### config.mk
export PLATFORM = sky130hd
export DESIGN_NAME = svsi_div
export DESIGN_NICKNAME = d
export VERILOG_FILES = /design/src/hdl/svsi_pkg.sv /design/src/hdl/svsi_div.sv
export SDC_FILE = /design/constraint.sdc
export NUM_CORES = 2
export LEC_CHECK = 0
export BUFFER_PORTS_ARGS = -buffer_cell sky130_fd_sc_hd__buf_2
export CAP_MARGIN = 25
export CORE_MARGIN = 5
export CORE_UTILIZATION = 60
export DETAILED_ROUTE_END_ITERATION = 16
export HOLD_SLACK_MARGIN = 0.02
export PLACE_DENSITY = 0.83
export SETUP_SLACK_MARGIN = 0.5
export SYNTH_ARGS = -nofsm -noshare
export SYNTH_HDL_FRONTEND = slang
export SYNTH_SLANG_ARGS = --single-unit
### constraint.sdc
create_clock -name clk -period 39.2 [get_ports clk]
set_input_delay 1.96 -clock clk [delete_from_list [all_inputs] [get_ports clk]]
set_output_delay 1.96 -clock clk [all_outputs]
set_load 0.05 [all_outputs]
### src/hdl/svsi_pkg.sv
package svsi_pkg;

  localparam int MAX_SEGMENTS    = 1024;
  localparam int COORD_FRAC_BITS = 14;

  localparam int CNT_W   = 11;
  localparam int IDX_W   = 21;
  localparam int COORD_W = 16;
  localparam int ANG_W   = 32;
  localparam int TRIG_W  = 32;
  localparam int FRAC_Q  = 30;

  localparam int IN_DATA_W  = 24;
  localparam int OUT_DATA_W = 96;
  localparam int OUT_USER_W = 2;

  localparam int DIV_W              = 44;
  localparam int DIVISOR_W          = 12;
  localparam int DIV_BITS_PER_STAGE = 4;
  localparam int DIV_STAGES         = DIV_W / DIV_BITS_PER_STAGE;

  localparam int SERIES_TERMS = 6;
  localparam int SC_LAT       = 3 + 3 * SERIES_TERMS + 2;
  localparam int PIPE_DEPTH   = DIV_STAGES + SC_LAT + 3;
  localparam int SIDE_LEN     = PIPE_DEPTH - 1;

  localparam int XZ_SHIFT = 2 * FRAC_Q - COORD_FRAC_BITS;
  localparam int Y_SHIFT  = FRAC_Q - COORD_FRAC_BITS;

  localparam logic [30:0] HALF_PI_Q30 = 31'd1686629713;
  localparam logic [30:0] Q30_ONE     = 31'h4000_0000;

  localparam logic [7:0] SIN_DEN [SERIES_TERMS] = '{8'd156, 8'd110, 8'd72, 8'd42, 8'd20, 8'd6};
  localparam logic [7:0] COS_DEN [SERIES_TERMS] = '{8'd132, 8'd90, 8'd56, 8'd30, 8'd12, 8'd2};

  localparam logic [30:0] SIN_RCP [SERIES_TERMS] = '{
    31'(64'h8000_0000 / 64'd156), 31'(64'h8000_0000 / 64'd110),
    31'(64'h8000_0000 / 64'd72),  31'(64'h8000_0000 / 64'd42),
    31'(64'h8000_0000 / 64'd20),  31'(64'h8000_0000 / 64'd6)};
  localparam logic [30:0] COS_RCP [SERIES_TERMS] = '{
    31'(64'h8000_0000 / 64'd132), 31'(64'h8000_0000 / 64'd90),
    31'(64'h8000_0000 / 64'd56),  31'(64'h8000_0000 / 64'd30),
    31'(64'h8000_0000 / 64'd12),  31'(64'h8000_0000 / 64'd2)};

  typedef enum logic [0:0] {
    REG_COLUMN_COUNT = 1'b0,
    REG_RING_COUNT   = 1'b1
  } cfg_reg_t;

  typedef enum logic [1:0] {
    QUAD_0 = 2'd0,
    QUAD_1 = 2'd1,
    QUAD_2 = 2'd2,
    QUAD_3 = 2'd3
  } quad_t;

  typedef struct packed {
    logic             vld;
    logic             vertex_valid;
    logic             strip_valid;
    logic [IDX_W-1:0] upper;
    logic [IDX_W-1:0] lower;
  } side_t;

endpackage

### src/hdl/svsi_div.sv
module svsi_div import svsi_pkg::*; (
  input  logic                 clk,
  input  logic                 en,
  input  logic [DIV_W-1:0]     dividend,
  input  logic [DIVISOR_W-1:0] divisor,
  output logic [ANG_W-1:0]     quotient
);

  logic [DIVISOR_W-1:0] rem_q [DIV_STAGES];
  logic [DIV_W-1:0]     num_q [DIV_STAGES-1];
  logic [ANG_W-1:0]     quo_q [DIV_STAGES];

  for (genvar g = 0; g < DIV_STAGES; g++) begin : g_stage
    logic [DIVISOR_W-1:0] rem_in;
    logic [DIVISOR_W-1:0] rem_out;
    logic [DIV_W-1:0]     num_in;
    logic [DIV_W-1:0]     num_out;
    logic [ANG_W-1:0]     quo_in;
    logic [ANG_W-1:0]     quo_out;
    logic [DIVISOR_W:0]   trial;

    if (g == 0) begin : g_first
      assign rem_in = '0;
      assign num_in = dividend;
      assign quo_in = '0;
    end else begin : g_next
      assign rem_in = rem_q[g-1];
      assign num_in = num_q[g-1];
      assign quo_in = quo_q[g-1];
    end

    // restoring steps, one quotient bit each
    always_comb begin
      rem_out = rem_in;
      num_out = num_in;
      quo_out = quo_in;
      trial   = '0;
      for (int i = 0; i < DIV_BITS_PER_STAGE; i++) begin
        trial   = {rem_out, num_out[DIV_W-1]};
        num_out = {num_out[DIV_W-2:0], 1'b0};
        if (trial >= {1'b0, divisor}) begin
          rem_out = DIVISOR_W'(trial - {1'b0, divisor});
          quo_out = {quo_out[ANG_W-2:0], 1'b1};
        end else begin
          rem_out = trial[DIVISOR_W-1:0];
          quo_out = {quo_out[ANG_W-2:0], 1'b0};
        end
      end
    end

    always_ff @(posedge clk) begin
      if (en) begin
        rem_q[g] <= rem_out;
        quo_q[g] <= quo_out;
      end
    end

    if (g < DIV_STAGES - 1) begin : g_num
      always_ff @(posedge clk) begin
        if (en) begin
          num_q[g] <= num_out;
        end
      end
    end
  end

  assign quotient = quo_q[DIV_STAGES-1];

endmodule

==> metrics.yaml <==
status:
  run_status: "completed"
worst_setup_path:
  critPathKind: "input port to register"
  cp.arrival_ps: 13320
  slowest_stage: "o311a_1"
  critPathRequiredTime_ps: 39580
  cpMostUsedCell: "o21ai_0"
  cpPeakStageDelay_ps: 600
  worst-path-max-fanout: 19
  endpoint_kind: "register"
  critPathLaunchType: "input port"
clock_network:
  cts_tree: "yes"
  clockBufferDepth: 3
  insertion_delay_ps: 640
  htreeDepth: 2
  root_buffer: "clkbuf_16"
  cts-hold-fix-buffers: 0
  cts.clk_slew.worst_paths_ps: 70
  cts_buffers: 53
  cts_sinks: 484
  cts_setup_buffers: 0
  post_cts_resized: 0
placement:
  dpl_cell_area_um2: 43300
  place.gp.congestion: 0.939
  port_buffers: 89
  place_hpwl_um: 70700
  place_inst: 5143
synthesis:
  netlist.area_leader.share: 0.351
  yosys.area.top_type: "edfxtp_1"
  async_flop_share: 0
  ys_seq_area_frac: 0.351
  yosysMostFrequentCell: "ha_1"
  avgSynthCellArea_um2: 10.0
  ys_warn_count: 0
  yosysUniqueCellTypes: 83
  synth_edf_count: 484
  netlist_area_um2: 41500
  ys_top_cells_by_count: "ha_1, edfxtp_1, a21oi_1"
  syn_inst: 4131
  synth_area_leaders: "edfxtp_1, ha_1, mux2_2, xnor2_1, a21oi_1"
  synthFlopType: "edfxtp_1"
  yosys_register_bits: 484
  synth_nets: 4749
finish:
  final_nets: 4886
  antenna_cells: 0
  syn_to_final_growth_pct: 8.75
  drive_above_1_share: 0.128
  final_cell_count_no_fill: 5241
  design_area_um2: 45100
  fillers: 5298
timing:
  tightest_slew_ps: 1050
  skew_ps: 29.1
  maxSlewHeadroom: 0.297
  setup_tns_ps: 0
  fin_crit_sh: 0.330
  setup_viol: 0
  fmax_mhz: 77.3
  rsz0062_at_grt: "false"
  finalHoldViolations: 0
  hold_ws_ps: 406
  drv_slew: 0
  fin_crit_ps: 12940
detailed_routing:
  drt_iter0_markers: 2663
  postRouteAntennaNets: 0
  wl_per_cell_um: 18.6
  drc: 0
  first_pass_iters: 6
  via_per_inst: 6.14
  vias: 32171
  wirelength_um: 97500
grt:
  grt_remaining_overflow: 0
  grt_use_total: 0.253
  grt_antenna_before_repair: 0
  grt_pass1_vias: 30796
  grt_max_degree: 108
  grt_pass1_wl_um: 156000
die:
  die_w_um: 273
  initial_core_util: 0.605
  die-area_um2: 74500
  die_y_um: 273
  core.rowCount: 96
  top_level_ports: 90
  core_area_um2: 68600
hold_path:
  hold_class: "register to register"
run:
  drv_cap: 0
## cell usage in the layout (no fill, tap or decap), types with 12 or more instances in the layout
master     instances
inv_1            259
a31o_2            15
or2_2             20
nand3_1           65
o221ai_1          12
a211oi_1          25
ha_1             518
or3_1             14
nand2b_1          51
buf_4             49
o21bai_1          43
nor2b_1           74
o31a_1            16
xnor2_1          220
fa_1              42
mux2i_1           54
buf_2             88
o21a_1            62
mux2_2           246
o211ai_1          16
nand2_1          271
nor3_1            70
nor2_1           269
o21ai_0          264
clkinv_1          12
and3_1            13
clkbuf_16         53
a31oi_1           30
nor4_1            15
a21oi_1          317
a21o_1           136
xor2_1           120
and2_1            22
edfxtp_1         484
nand4_1           76
o31ai_1           30
a21boi_0          27
## worst max-delay path: cells and delay by family
kind	cells	cell delay [ps]
AND/OR/NAND/NOR	9	1400
buffers and inverters	8	2110
multiplexers	1	420
AO/OA/AOI/OAI	25	6120
adder cells (fa/ha/maj)	4	1260
## state kept, by name, indices dropped and copies added, names as in the netlist
signal	flops
rem_q	120
num_q	220
quo_q	144
## final timing paths
| check | startpoint | to | slack [ps] | cells past startpoint |
|---|---|---|---|---|
| worst max-delay path | divisor[4] | rem_q[4][10] | 26260 | 47 |
| worst min-delay path | num_q[4][35] | num_q[5][39] | 410 | 0 |
| worst max register to register | rem_q[8][0] | rem_q[9][2] | 27800 | 39 |
| worst min register to register | num_q[4][35] | num_q[5][39] | 410 | 0 |
## cell families after synthesis
family / share of synthesized area
AO/OA/AOI/OAI: 0.171
XOR/XNOR: 0.0718
adder cells (fa/ha/maj): 0.177
buffers and inverters: 0.0308
flip-flops: 0.351
multiplexers: 0.0831
AND/OR/NAND/NOR: 0.116
## routing by layer
metal | global-route usage | vias up | share of wire
met5 | 0 | - | 0
met4 | 0.0847 | 0 | 0.036
li1 | - | 15734 | -
met1 | 0.344 | 15201 | 0.44
met3 | 0.0320 | 250 | 0.059
met2 | 0.423 | 986 | 0.47
## area by class of cell
type                       count  area [um^2]  share of cell area
sequential                   484        14500               0.322
multi-input combinational   3315        25700               0.570
timing repair buffer         142          877              0.0195
tap                          931         1160              0.0258
clock inverter                38          452              0.0100
clock buffer                  59         1350              0.0299
inverter                     272         1020              0.0227
## metrics by stage
| step | util | setup WS (ps) |
|---|---|---|
| 3_3_place_gp | 0.631 | 25930 |
| 3_5_place_dp | 0.631 | 25760 |
| 4_1_cts | 0.657 | 26400 |
| 5_1_grt | 0.657 | 25340 |
| 6_report | 0.657 | 26260 |
| 2_1_floorplan | - | 24980 |
Power is not shown: default switching activity piles up to over one toggle a cycle in this logic, so the estimate is an artifact.
